--- src/hdl/hts_pkg.sv ---
`timescale 1ns / 1ps
// ----------------------------------------------------------------------------
// hts_pkg: shared types, constants and functions of the HTML tag stripper
// Holds the channel word types, register indexes, character codes and the
// case-insensitive tag name compare.
// ----------------------------------------------------------------------------
package hts_pkg;

    typedef struct packed {
        logic [7:0] in_char;
        logic       end_of_string;
    } in_word_t;

    typedef struct packed {
        logic       space_before;
        logic       char_valid;
        logic [7:0] out_char;
        logic       string_done;
    } out_word_t;

    typedef struct packed {
        logic strip_hit;
        logic active_eq;
    } match_t;

    localparam int NAME_BITS = 64;
    localparam int CFG_INDEX_W = 3;
    localparam int CFG_DATA_W = 64;
    localparam int MAX_SLOTS = 4;

    localparam logic [CFG_INDEX_W-1:0] CFG_EMIT_SPACES = 3'd0;
    localparam logic [CFG_INDEX_W-1:0] CFG_AUTO_RESET  = 3'd1;
    localparam logic [CFG_INDEX_W-1:0] CFG_STRIP_COUNT = 3'd2;
    localparam logic [CFG_INDEX_W-1:0] CFG_STRIP_TAG_0 = 3'd3;

    localparam logic [7:0] CH_BANG   = 8'h21;
    localparam logic [7:0] CH_SLASH  = 8'h2F;
    localparam logic [7:0] CH_GT     = 8'h3E;
    localparam logic [7:0] CH_LT     = 8'h3C;
    localparam logic [7:0] CH_MINUS  = 8'h2D;
    localparam logic [7:0] CH_SQUOTE = 8'h27;
    localparam logic [7:0] CH_DQUOTE = 8'h22;
    localparam logic [7:0] CH_SPACE  = 8'h20;

    function automatic logic is_space(input logic [7:0] c);
        return (c == CH_SPACE) || (c >= 8'd9 && c <= 8'd13);
    endfunction

    function automatic logic [7:0] to_lower(input logic [7:0] c);
        return (c >= 8'd65 && c <= 8'd90) ? c + 8'd32 : c;
    endfunction

    // Names end at their first zero byte; bytes after it are not compared.
    function automatic logic names_equal(input logic [NAME_BITS-1:0] a,
                                         input logic [NAME_BITS-1:0] b);
        logic       ok;
        logic       done;
        logic [7:0] x;
        logic [7:0] y;
        ok   = 1'b1;
        done = 1'b0;
        for (int i = 0; i < NAME_BITS / 8; i++)
        begin
            x = to_lower(a[8*i +: 8]);
            y = to_lower(b[8*i +: 8]);
            if (!done)
            begin
                if (x != y)
                begin
                    ok   = 1'b0;
                    done = 1'b1;
                end
                else if (x == 8'd0)
                begin
                    done = 1'b1;
                end
            end
        end
        return ok;
    endfunction

endpackage

--- src/hdl/hts_name_match.sv ---
`timescale 1ns / 1ps
// ----------------------------------------------------------------------------
// hts_name_match: tag name compare unit
// Compares the captured tag name against the configured strip tags in use
// and against the remembered strip name, all in parallel.
// ----------------------------------------------------------------------------
module hts_name_match #(
    parameter int STRIP_SLOTS = 4
) (
    input  logic [hts_pkg::NAME_BITS-1:0]                  name,
    input  logic [hts_pkg::NAME_BITS-1:0]                  active_name,
    input  logic [STRIP_SLOTS-1:0][hts_pkg::NAME_BITS-1:0] strip_tags,
    input  logic [2:0]                                     strip_count,
    output hts_pkg::match_t                                result
);

    logic [STRIP_SLOTS-1:0] slot_hit;

    always_comb
    begin
        for (int i = 0; i < STRIP_SLOTS; i++)
        begin
            slot_hit[i] = (3'(i) < strip_count) &&
                          hts_pkg::names_equal(name, strip_tags[i]);
        end
        result.strip_hit = |slot_hit;
        result.active_eq = hts_pkg::names_equal(active_name, name);
    end

endmodule

--- src/hdl/html_tag_stripper.sv ---
`timescale 1ns / 1ps
// ----------------------------------------------------------------------------
// html_tag_stripper: streaming HTML to text filter
// Takes one HTML byte per word and returns one result word per byte.
// ----------------------------------------------------------------------------
// Usage:
// The input channel (in_valid, in_ready, in_data) carries one raw byte and an
// end-of-string mark per word. Every accepted word yields exactly one result
// word on the output channel (out_valid, out_ready, out_data): the text byte
// with char_valid set when it lies outside tags and strip blocks, a flag for
// an inserted space, and a copy of the end-of-string mark.
// The parser state and the result register both load at the accepting edge,
// so the result is offered in the next cycle. Throughput is one word per cycle
// while not stalled; the single parser pass and parallel name compare set it.
// When the receiver stalls, the result register holds its word and in_ready
// drops until that word is taken; a word is accepted in the same cycle the
// held one leaves.
// Reset clears the parser state and loads the register reset values (spaces
// on, auto reset on, no strip tags). The user must write registers through
// cfg_we, cfg_index, cfg_data only while idle; the block does not enforce it.
// ----------------------------------------------------------------------------
module html_tag_stripper #(
    parameter int NAME_CHARS  = 8,
    parameter int STRIP_SLOTS = 4
) (
    input  logic                               clk,
    input  logic                               rst_n,
    input  logic                               in_valid,
    output logic                               in_ready,
    input  hts_pkg::in_word_t                  in_data,
    output logic                               out_valid,
    input  logic                               out_ready,
    output hts_pkg::out_word_t                 out_data,
    input  logic                               cfg_we,
    input  logic [hts_pkg::CFG_INDEX_W-1:0]    cfg_index,
    input  logic [hts_pkg::CFG_DATA_W-1:0]     cfg_data
);

    localparam int NL_W = $clog2(NAME_CHARS + 1);

    // Configuration registers.
    logic                                          emit_spaces_reg;
    logic                                          auto_reset_reg;
    logic [2:0]                                    strip_count_reg;
    logic [STRIP_SLOTS-1:0][hts_pkg::NAME_BITS-1:0] strip_tag_reg;

    // Parser state.
    logic inside_tag_reg,     inside_tag_next;
    logic closing_tag_reg,    closing_tag_next;
    logic name_complete_reg,  name_complete_next;
    logic just_saw_tag_reg,   just_saw_tag_next;
    logic space_emitted_reg,  space_emitted_next;
    logic prev_slash_reg,     prev_slash_next;
    logic prev_minus_reg,     prev_minus_next;
    logic in_decl_reg,        in_decl_next;
    logic in_remark_reg,      in_remark_next;
    logic in_strip_reg,       in_strip_next;
    logic in_quoted_reg,      in_quoted_next;
    logic quote_double_reg,   quote_double_next;
    logic [hts_pkg::NAME_BITS-1:0] name_buf_reg,    name_buf_next;
    logic [NL_W-1:0]               name_len_reg,    name_len_next;
    logic [hts_pkg::NAME_BITS-1:0] active_name_reg, active_name_next;

    logic               out_valid_reg;
    hts_pkg::out_word_t out_data_reg;
    hts_pkg::out_word_t result;

    hts_pkg::match_t match;
    logic            accept;
    logic [7:0]      c;
    logic            run_tag_end;
    logic            tag_end_eq;
    logic            c_space;
    logic [2:0]      ins_idx;

    assign in_ready  = !out_valid_reg || out_ready;
    assign accept    = in_valid && in_ready;
    assign out_valid = out_valid_reg;
    assign out_data  = out_data_reg;
    assign c         = in_data.in_char;
    assign c_space   = hts_pkg::is_space(c);
    assign ins_idx   = 3'(name_len_reg);

    hts_name_match #(
        .STRIP_SLOTS(STRIP_SLOTS)
    ) u_match (
        .name        (name_buf_reg),
        .active_name (active_name_reg),
        .strip_tags  (strip_tag_reg),
        .strip_count (strip_count_reg),
        .result      (match)
    );

    always_comb
    begin
        inside_tag_next    = inside_tag_reg;
        closing_tag_next   = closing_tag_reg;
        name_complete_next = name_complete_reg;
        just_saw_tag_next  = just_saw_tag_reg;
        space_emitted_next = space_emitted_reg;
        prev_slash_next    = prev_slash_reg;
        prev_minus_next    = prev_minus_reg;
        in_decl_next       = in_decl_reg;
        in_remark_next     = in_remark_reg;
        in_strip_next      = in_strip_reg;
        in_quoted_next     = in_quoted_reg;
        quote_double_next  = quote_double_reg;
        name_buf_next      = name_buf_reg;
        name_len_next      = name_len_reg;
        active_name_next   = active_name_reg;

        result.space_before = 1'b0;
        result.char_valid   = 1'b0;
        result.out_char     = 8'd0;
        result.string_done  = in_data.end_of_string;

        run_tag_end = 1'b0;
        tag_end_eq  = match.active_eq;

        if (inside_tag_reg)
        begin
            if (!name_complete_reg && !in_decl_reg)
            begin
                if (name_len_reg == '0 && c == hts_pkg::CH_BANG)
                begin
                    in_decl_next = 1'b1;
                end
                else if (name_len_reg == '0 && c == hts_pkg::CH_SLASH)
                begin
                    closing_tag_next = 1'b1;
                end
                else if (!in_strip_reg || closing_tag_reg)
                begin
                    if (!c_space && c != hts_pkg::CH_SLASH && c != hts_pkg::CH_GT &&
                        name_len_reg < NL_W'(NAME_CHARS))
                    begin
                        name_buf_next[8*ins_idx +: 8] = name_buf_reg[8*ins_idx +: 8] | c;
                        name_len_next = name_len_reg + NL_W'(1);
                    end
                    else
                    begin
                        // The name ends here; this byte may also end the tag.
                        name_complete_next = 1'b1;
                        if (in_strip_reg && closing_tag_reg)
                        begin
                            if (match.active_eq)
                            begin
                                in_strip_next = 1'b0;
                            end
                        end
                        else if (!in_strip_reg && !closing_tag_reg && match.strip_hit)
                        begin
                            in_strip_next    = 1'b1;
                            active_name_next = name_buf_reg;
                            tag_end_eq       = 1'b1;
                        end
                        run_tag_end = 1'b1;
                    end
                end
            end
            else if (in_quoted_reg)
            begin
                if (c == (quote_double_reg ? hts_pkg::CH_DQUOTE : hts_pkg::CH_SQUOTE))
                begin
                    in_quoted_next = 1'b0;
                end
            end
            else if (!in_remark_reg &&
                     (c == hts_pkg::CH_SQUOTE || c == hts_pkg::CH_DQUOTE))
            begin
                in_quoted_next    = 1'b1;
                quote_double_next = (c == hts_pkg::CH_DQUOTE);
                prev_minus_next   = 1'b0;
                prev_slash_next   = 1'b0;
            end
            else if (in_decl_reg)
            begin
                // A pair of minus signs opens or closes a comment.
                if (prev_minus_reg)
                begin
                    if (c == hts_pkg::CH_MINUS)
                    begin
                        in_remark_next = !in_remark_reg;
                    end
                    prev_minus_next = 1'b0;
                end
                else if (c == hts_pkg::CH_MINUS)
                begin
                    prev_minus_next = 1'b1;
                end
                run_tag_end = !in_remark_next;
            end
            else
            begin
                run_tag_end = 1'b1;
            end
        end
        else if (c == hts_pkg::CH_LT)
        begin
            inside_tag_next    = 1'b1;
            name_buf_next      = '0;
            name_len_next      = '0;
            name_complete_next = 1'b0;
            closing_tag_next   = 1'b0;
            just_saw_tag_next  = 1'b1;
        end
        else if (!in_strip_reg)
        begin
            result.space_before = emit_spaces_reg && !c_space &&
                                  !space_emitted_reg && just_saw_tag_reg;
            result.char_valid   = 1'b1;
            result.out_char     = c;
            just_saw_tag_next   = 1'b0;
            space_emitted_next  = c_space;
        end

        if (run_tag_end)
        begin
            if (c == hts_pkg::CH_SLASH)
            begin
                prev_slash_next = 1'b1;
            end
            else
            begin
                if (c == hts_pkg::CH_GT)
                begin
                    in_quoted_next  = 1'b0;
                    in_remark_next  = 1'b0;
                    in_decl_next    = 1'b0;
                    inside_tag_next = 1'b0;
                    if (prev_slash_next && tag_end_eq)
                    begin
                        in_strip_next = 1'b0;
                    end
                end
                prev_slash_next = 1'b0;
            end
        end

        if (in_data.end_of_string && auto_reset_reg)
        begin
            inside_tag_next    = 1'b0;
            closing_tag_next   = 1'b0;
            prev_slash_next    = 1'b0;
            name_complete_next = 1'b0;
            space_emitted_next = 1'b1;
            just_saw_tag_next  = 1'b0;
            in_quoted_next     = 1'b0;
            in_decl_next       = 1'b0;
            in_remark_next     = 1'b0;
            prev_minus_next    = 1'b0;
            in_strip_next      = 1'b0;
        end
    end

    always_ff @(posedge clk or negedge rst_n)
    begin
        if (!rst_n)
        begin
            emit_spaces_reg   <= 1'b1;
            auto_reset_reg    <= 1'b1;
            strip_count_reg   <= 3'd0;
            strip_tag_reg     <= '0;
            inside_tag_reg    <= 1'b0;
            closing_tag_reg   <= 1'b0;
            name_complete_reg <= 1'b0;
            just_saw_tag_reg  <= 1'b0;
            space_emitted_reg <= 1'b1;
            prev_slash_reg    <= 1'b0;
            prev_minus_reg    <= 1'b0;
            in_decl_reg       <= 1'b0;
            in_remark_reg     <= 1'b0;
            in_strip_reg      <= 1'b0;
            in_quoted_reg     <= 1'b0;
            quote_double_reg  <= 1'b0;
            name_buf_reg      <= '0;
            name_len_reg      <= '0;
            active_name_reg   <= '0;
            out_valid_reg     <= 1'b0;
        end
        else
        begin
            if (cfg_we)
            begin
                case (cfg_index)
                    hts_pkg::CFG_EMIT_SPACES: emit_spaces_reg <= cfg_data[0];
                    hts_pkg::CFG_AUTO_RESET:  auto_reset_reg  <= cfg_data[0];
                    hts_pkg::CFG_STRIP_COUNT:
                    begin
                        // Counts above the slot count use every slot.
                        if (cfg_data[2:0] > 3'(STRIP_SLOTS))
                        begin
                            strip_count_reg <= 3'(STRIP_SLOTS);
                        end
                        else
                        begin
                            strip_count_reg <= cfg_data[2:0];
                        end
                    end
                    default:
                    begin
                        for (int i = 0; i < STRIP_SLOTS; i++)
                        begin
                            if (cfg_index == hts_pkg::CFG_STRIP_TAG_0 + 3'(i))
                            begin
                                strip_tag_reg[i] <= cfg_data;
                            end
                        end
                    end
                endcase
            end

            if (accept)
            begin
                inside_tag_reg    <= inside_tag_next;
                closing_tag_reg   <= closing_tag_next;
                name_complete_reg <= name_complete_next;
                just_saw_tag_reg  <= just_saw_tag_next;
                space_emitted_reg <= space_emitted_next;
                prev_slash_reg    <= prev_slash_next;
                prev_minus_reg    <= prev_minus_next;
                in_decl_reg       <= in_decl_next;
                in_remark_reg     <= in_remark_next;
                in_strip_reg      <= in_strip_next;
                in_quoted_reg     <= in_quoted_next;
                quote_double_reg  <= quote_double_next;
                name_buf_reg      <= name_buf_next;
                name_len_reg      <= name_len_next;
                active_name_reg   <= active_name_next;
                out_valid_reg     <= 1'b1;
            end
            else if (out_ready)
            begin
                out_valid_reg <= 1'b0;
            end
        end
    end

    always_ff @(posedge clk)
    begin
        if (accept)
        begin
            out_data_reg <= result;
        end
    end

endmodule

--- config.mk ---
export PLATFORM = sky130hd
export DESIGN_NAME = html_tag_stripper
export DESIGN_NICKNAME = d
export VERILOG_FILES = /design/src/hdl/hts_pkg.sv /design/src/hdl/hts_name_match.sv /design/src/hdl/html_tag_stripper.sv
export SDC_FILE = /design/constraint.sdc
export NUM_CORES = 1
export LEC_CHECK = 0
export BUFFER_PORTS_ARGS = -buffer_cell sky130_fd_sc_hd__buf_2
export CAP_MARGIN = 20
export CELL_PAD_IN_SITES_DETAIL_PLACEMENT = 1
export CELL_PAD_IN_SITES_GLOBAL_PLACEMENT = 2
export CORE_ASPECT_RATIO = 1.75
export CORE_UTILIZATION = 40
export CTS_CLUSTER_SIZE = 30
export DETAILED_ROUTE_END_ITERATION = 8
export PLACE_DENSITY = 0.85
export SLEW_MARGIN = 20
export SYNTH_ARGS = -nofsm -noshare
export SYNTH_HDL_FRONTEND = slang
export SYNTH_HIERARCHICAL = 1
export SYNTH_SLANG_ARGS = --single-unit
--- constraint.sdc ---
create_clock -name clk -period 10.9 [get_ports clk]
set_input_delay 0.545 -clock clk [delete_from_list [all_inputs] [get_ports clk]]
set_output_delay 0.545 -clock clk [all_outputs]
set_load 0.005 [all_outputs]
# Word-level counts from Yosys, hierarchy flattened
# Cells that the tools add are included.
dict set report totals {
  regBits 417
  latchBits 0
  ramBits 0
  rom_bits 0
  in_bits 81
  output_inout_bits 13
  wordCells 715
  mem_count 0
}
dict set report classes {
  addsub 50
  n_mul 0
  div_mod_pow 0
  n_lt_le_gt_ge 104
  eq_ne 74
  shifts 3
  muxes 327
  bitwise_logic 8
  reduce_logical 122
}
# op n
set op_table {}
lappend op_table {{64-bit 2-to-1 mux} 7}
lappend op_table {{8-bit by 6-bit adder with 8-bit output, second input constant} 48}
lappend op_table {{8-bit by 7-bit >= comparator with 1-bit output, second input constant} 48}
lappend op_table {{8-bit by 7-bit less-or-equal comparator with 1-bit output, second input constant} 48}
lappend op_table {{8-bit 2-to-1 mux} 48}
lappend op_table {{8-bit inequality test} 40}
lappend op_table {{1-bit 2-to-1 mux} 261}
lappend op_table {{8-bit logical NOT} 14}
lappend op_table {{1-bit logical AND} 69}
lappend op_table {{64-bit bitwise mux} 1}
lappend op_table {{8-bit by 6-bit == test with 1-bit output, second input constant} 8}
lappend op_table {{8-bit by 34-bit variable shift with 64-bit output, first input constant} 1}
lappend op_table {{64-bit by 7-bit indexed part select with 8-bit output} 1}
lappend op_table {{8-bit by 34-bit indexed part select with 64-bit output} 1}
lappend op_table {{6-bit negator with 34-bit output} 1}
lappend op_table {{4-bit 2-to-1 mux} 7}
lappend op_table {{2-bit by 1-bit inequality test with 1-bit output, second input constant} 8}
lappend op_table {{8-bit by 6-bit inequality test with 1-bit output, second input constant} 2}
lappend op_table {{3-bit AND reduction} 5}
lappend op_table {{5-bit AND reduction} 3}
lappend op_table {{7-bit AND reduction} 2}
lappend op_table {{3-bit by 1-bit inequality test with 1-bit output, second input constant} 4}
lappend op_table {{3-bit == test, second input constant} 3}
lappend op_table {{1-bit logical NOT} 9}
lappend op_table {{other kinds (27)} 49}

# Longest topological paths before layout
dict set report depth {
  depth_word 36
  ltp_mapped 16
  depth_no_buf 14
}

# By module
# Netlist, hierarchy kept.
# mod instances cells_per_inst area_per_inst_um2 seq_area_each_um2
set by_module_without_submodules {}
lappend by_module_without_submodules {html_tag_stripper 1 1129 16828.6 10493.8}
lappend by_module_without_submodules {hts_name_match 1 1134 8017.7 0.0}

# Worst setup path after synthesis
# No wires, ideal clock.
dict set report synth_path {
  path_type {reg-to-reg}
  startpoint {reg name_buf_reg[9] (netlist name)}
  endpoint {reg active_name_reg[10] (netlist name)}
  setup_time_ns 0.125
  arrival_time_ns 3.655
  required_ns 10.775
  slack_ns 7.121
  path_stages_with_launch 17
  path_buffers 3
  period_less_slack_ns 3.779
  cell_sequence {dfrtp_1 buf_6 or4_4 nor2_4 nor2_2 a41o_1 buf_6 xnor2_1 nor4_1 o2111a_1 or2_2 o311ai_0 o2111ai_1 nand4_1 nor2_2 buf_2 mux2_2}
}
# item line
set synth_lines {}
lappend synth_lines {{start: declaration} html_tag_stripper.sv:60} ;# logic [hts_pkg::NAME_BITS-1:0] name_buf_reg, name_buf_next;
lappend synth_lines {{start signal: assignment} html_tag_stripper.sv:327} ;# name_buf_reg <= name_buf_next;
lappend synth_lines {{end signal: assignment} html_tag_stripper.sv:329} ;# active_name_reg <= active_name_next;
lappend synth_lines {{end: declaration} html_tag_stripper.sv:62} ;# logic [hts_pkg::NAME_BITS-1:0] active_name_reg, active_name_next;

==> results.json <==
{
  "clk_path_buf_depth": 3,
  "antenna-diode-count": 0,
  "dp_hpwl_um": 56700,
  "report.power.total_w": 0.00515,
  "grt_pass1_vias": 20900,
  "cp_max_fo": 35,
  "synth_area_um2": 24800,
  "syn_area_per_cell_um2": 11.0,
  "drive_gt1_share_pct": 24.4,
  "cts_num_sinks": 417,
  "startpoint_type": "flip-flop",
  "gp_congestion": 0.855,
  "synthArstFlopShare_pct": 97.4,
  "initial_utilization_pct": 40.6,
  "syn_inst": 2263,
  "cts_made_buffers": 42,
  "r2r-end": "active_name_reg[29]$_DFFE_PN0P_",
  "row_count": 120,
  "ir_worst_vdd_mv": 0.121,
  "slew_viol_final": 0,
  "min_path_cells": 2,
  "power_leakage_nw": 11.5,
  "final_area_um2": 27500,
  "skew_ns": 0.0206,
  "cp.arrival_ns": 6.59,
  "critical_path_class": "reg -> reg",
  "timing.critical_path.buf_inv": 1,
  "crit_chain": "ha_1 -> or3_1 -> o31ai_2 -> xor2_1 -> nor4_1 -> nand3_1 -> a2111oi_1 -> a32oi_1 -> o2111ai_1 -> nand4_1 -> nor2_4 -> buf_4 -> mux2_2",
  "ff2ff_path_depth": 13,
  "syn_to_final_growth_pct": 10.8,
  "hp-start": "in_valid",
  "antenna_found_initial": 0,
  "hold_viol": 0,
  "dpl-instance-area_um2": 26000,
  "synth_most_common_cell": "dfrtp_1",
  "cts_root_buf": "clkbuf_16",
  "largest_register_ffs": 256,
  "p_per_area_nw_per_um2": 187,
  "die_area_um2": 63200,
  "cp_top_family": "compound AO/OA/AOI/OAI gates",
  "die_w_um": 190,
  "setup_viol": 0,
  "drc": 0,
  "status": "completed",
  "worst_path_max_delay_cell": "a2111oi_1",
  "grt_setup_unrepaired": "no",
  "synthTopCellsByCount": "dfrtp_1, mux2_2, xnor2_1, xor2_1, nor2_1",
  "grt_max_degree": 80,
  "grt_overflow_total": 0,
  "grt_pass1_wl_um": 120000,
  "drt-initial-drc-count": 746,
  "max_stage_delay_ns": 0.99,
  "totalWireLength_um": 76000,
  "endpoint_kind": "flip-flop",
  "io_pins": 94,
  "wire_per_inst_um": 24.2,
  "antenna_left": 0,
  "finalWorstPathRequiredPeriod_ns": 6.14,
  "ys.warnings.count": 6,
  "yosys.area.top_type": "dfrtp_1",
  "cp_num_cells": 13,
  "worstMarginPinSlew_ns": 1.10,
  "hp-class": "in -> reg",
  "holdPathEnd": "out_valid$_DFFE_PN0P_",
  "core_area_um2": 61300,
  "timing.rr.start": "name_buf_reg[14]$_DFFE_PN0P_",
  "ys_top_cells_by_area": "dfrtp_1, mux2_2, xnor2_1",
  "synth_seq_cells": 417,
  "stdcell_count": 3142,
  "cts_tree": "built",
  "synth_fp_nets": 2398,
  "timing.fmax_mhz": 163,
  "post_cts_buffers": 0,
  "viasPerCell": 6.00,
  "nNetsFinal": 2452,
  "clk_pin_slew_worst_paths_ns": 0.07,
  "dr_total_vias": 18900,
  "synth_top_area_share_pct": 40.6,
  "ys_seq_area_share_pct": 42.2,
  "post-route-period-util_pct": 56.3,
  "cp.required_ns": 11.35,
  "max_slew_margin_pct": 25.7,
  "synth_ff_type": "dfrtp_1",
  "ys_types": 94,
  "die_y_um": 332,
  "totalNegativeSetupSlack_ns": 0,
  "grtUsageTotal_pct": 24.4,
  "maxCapViolCount": 0,
  "rrSetupSlack_ns": 4.76,
  "numPlacedInstances": 3064,
  "synth-edff-count": 11,
  "numPortBuffers": 93,
  "htreeDepth": 2,
  "clk_latency_ns": 0.58,
  "first_pass_iters": 5
}
## repair_timing
| item | CTS | global route |
|---|---|---|
| endpoints found under the hold margin | 65 | 0 |
| gates resized for setup | 0 | 0 |
| hold buffers | 1 | 0 |
## stage by stage
step	worst slack, ns	hold slack (ns)	utilization, %
after detailed placement	4.90	0.506	42.4
final	4.76	0.178	44.9
after floorplan	7.12	0.249	-
after CTS	4.78	0.162	44.9
after global routing	4.50	0.185	44.9
after global placement	4.63	0.499	42.4
## worst max path at each step
stage | start | slack, ns | endpoint
final | name_buf_reg[14]$_DFFE_PN0P_ | 4.76 | active_name_reg[29]$_DFFE_PN0P_
after floorplan | name_buf_reg[9]$_DFFE_PN0P_ | 7.12 | active_name_reg[10]$_DFFE_PN0P_
after global placement | name_buf_reg[14]$_DFFE_PN0P_ | 4.63 | active_name_reg[33]$_DFFE_PN0P_
after global routing | name_buf_reg[13]$_DFFE_PN0P_ | 4.50 | active_name_reg[29]$_DFFE_PN0P_
after detailed placement | name_buf_reg[14]$_DFFE_PN0P_ | 4.90 | active_name_reg[36]$_DFFE_PN0P_
after CTS | name_buf_reg[13]$_DFFE_PN0P_ | 4.78 | active_name_reg[30]$_DFFE_PN0P_
## cells in the final DEF, fill, tap and decap left out, drive strengths merged, types with 11 or more instances in the layout
| cell | synthesis | routed |
|---|---|---|
| dfrtp | 403 | 403 |
| mux2 | 323 | 323 |
| xnor2 | 158 | 158 |
| xor2 | 152 | 152 |
| buf | 59 | 118 |
| nor2 | 102 | 102 |
| nand2 | 86 | 86 |
| a21oi | 81 | 81 |
| nor3 | 75 | 75 |
| nand3 | 70 | 70 |
| clkbuf | 50 | 60 |
| o21ai | 57 | 57 |
| ha | 54 | 54 |
| inv | 51 | 51 |
| o2bb2ai | 38 | 38 |
| nor4 | 37 | 37 |
| a31oi | 35 | 35 |
| o311ai | 23 | 23 |
| nand4 | 22 | 22 |
| and2 | 22 | 22 |
| o41ai | 22 | 22 |
| or3 | 21 | 21 |
| nor3b | 21 | 21 |
| or4 | 21 | 21 |
| nand3b | 20 | 20 |
| a22o | 17 | 17 |
| mux4 | 16 | 16 |
| o22ai | 16 | 16 |
| nor4b | 15 | 15 |
| a21o | 14 | 14 |
| o21bai | 14 | 14 |
| nand2b | 13 | 13 |
| a211oi | 13 | 13 |
| a41oi | 12 | 12 |
| edfxtp | 11 | 11 |
## per-layer routing
layer | part of all wire [%] | vias up | global-route usage (%)
met3 | 3.0 | 220 | 3.01
met2 | 56 | 405 | 47.3
met1 | 35 | 9740 | 24.3
met4 | 6.0 | 0 | 13.7
li1 | - | 8487 | -
met5 | 0 | - | 0
## where the power goes
group	internal, W	switching, W
logic	0.000647	0.000660
clock network	0.000933	0.000650
registers	0.00181	0.000455
## cell type report
cell class / instances / area, µm²
Tap cell: 793 / 992
Clock inverter: 16 / 225
Clock buffer: 60 / 1270
Inverter: 51 / 191
Timing Repair Buffer: 119 / 697
Sequential cell: 417 / 10500
Fill cell: 6691 / 33700
Multi-Input combinational cell: 1686 / 13700
## worst register-to-register path, delay by kind of cell (launching register included)
kind | cells | cell delay [ns]
buf+inv | 1 | 0.56
simple gates | 5 | 1.88
xor+xnor | 1 | 0.17
mux | 1 | 0.45
compound gates | 4 | 2.06
fa+ha+maj | 1 | 0.32
flops | 1 | 0.57
## cells by family (layout without fill, tap and decap cells)
logic type / Yosys count / count (layout) / share of synthesized area [%]
xor+xnor: 310 / 310 / 11.0
flops: 417 / 417 / 42.2
buf+inv: 160 / 246 / 2.90
compound gates: 421 / 421 / 12.6
mux: 341 / 341 / 16.2
fa+ha+maj: 54 / 54 / 2.72
simple gates: 560 / 560 / 12.4
Power figures use the tool's default switching activity.
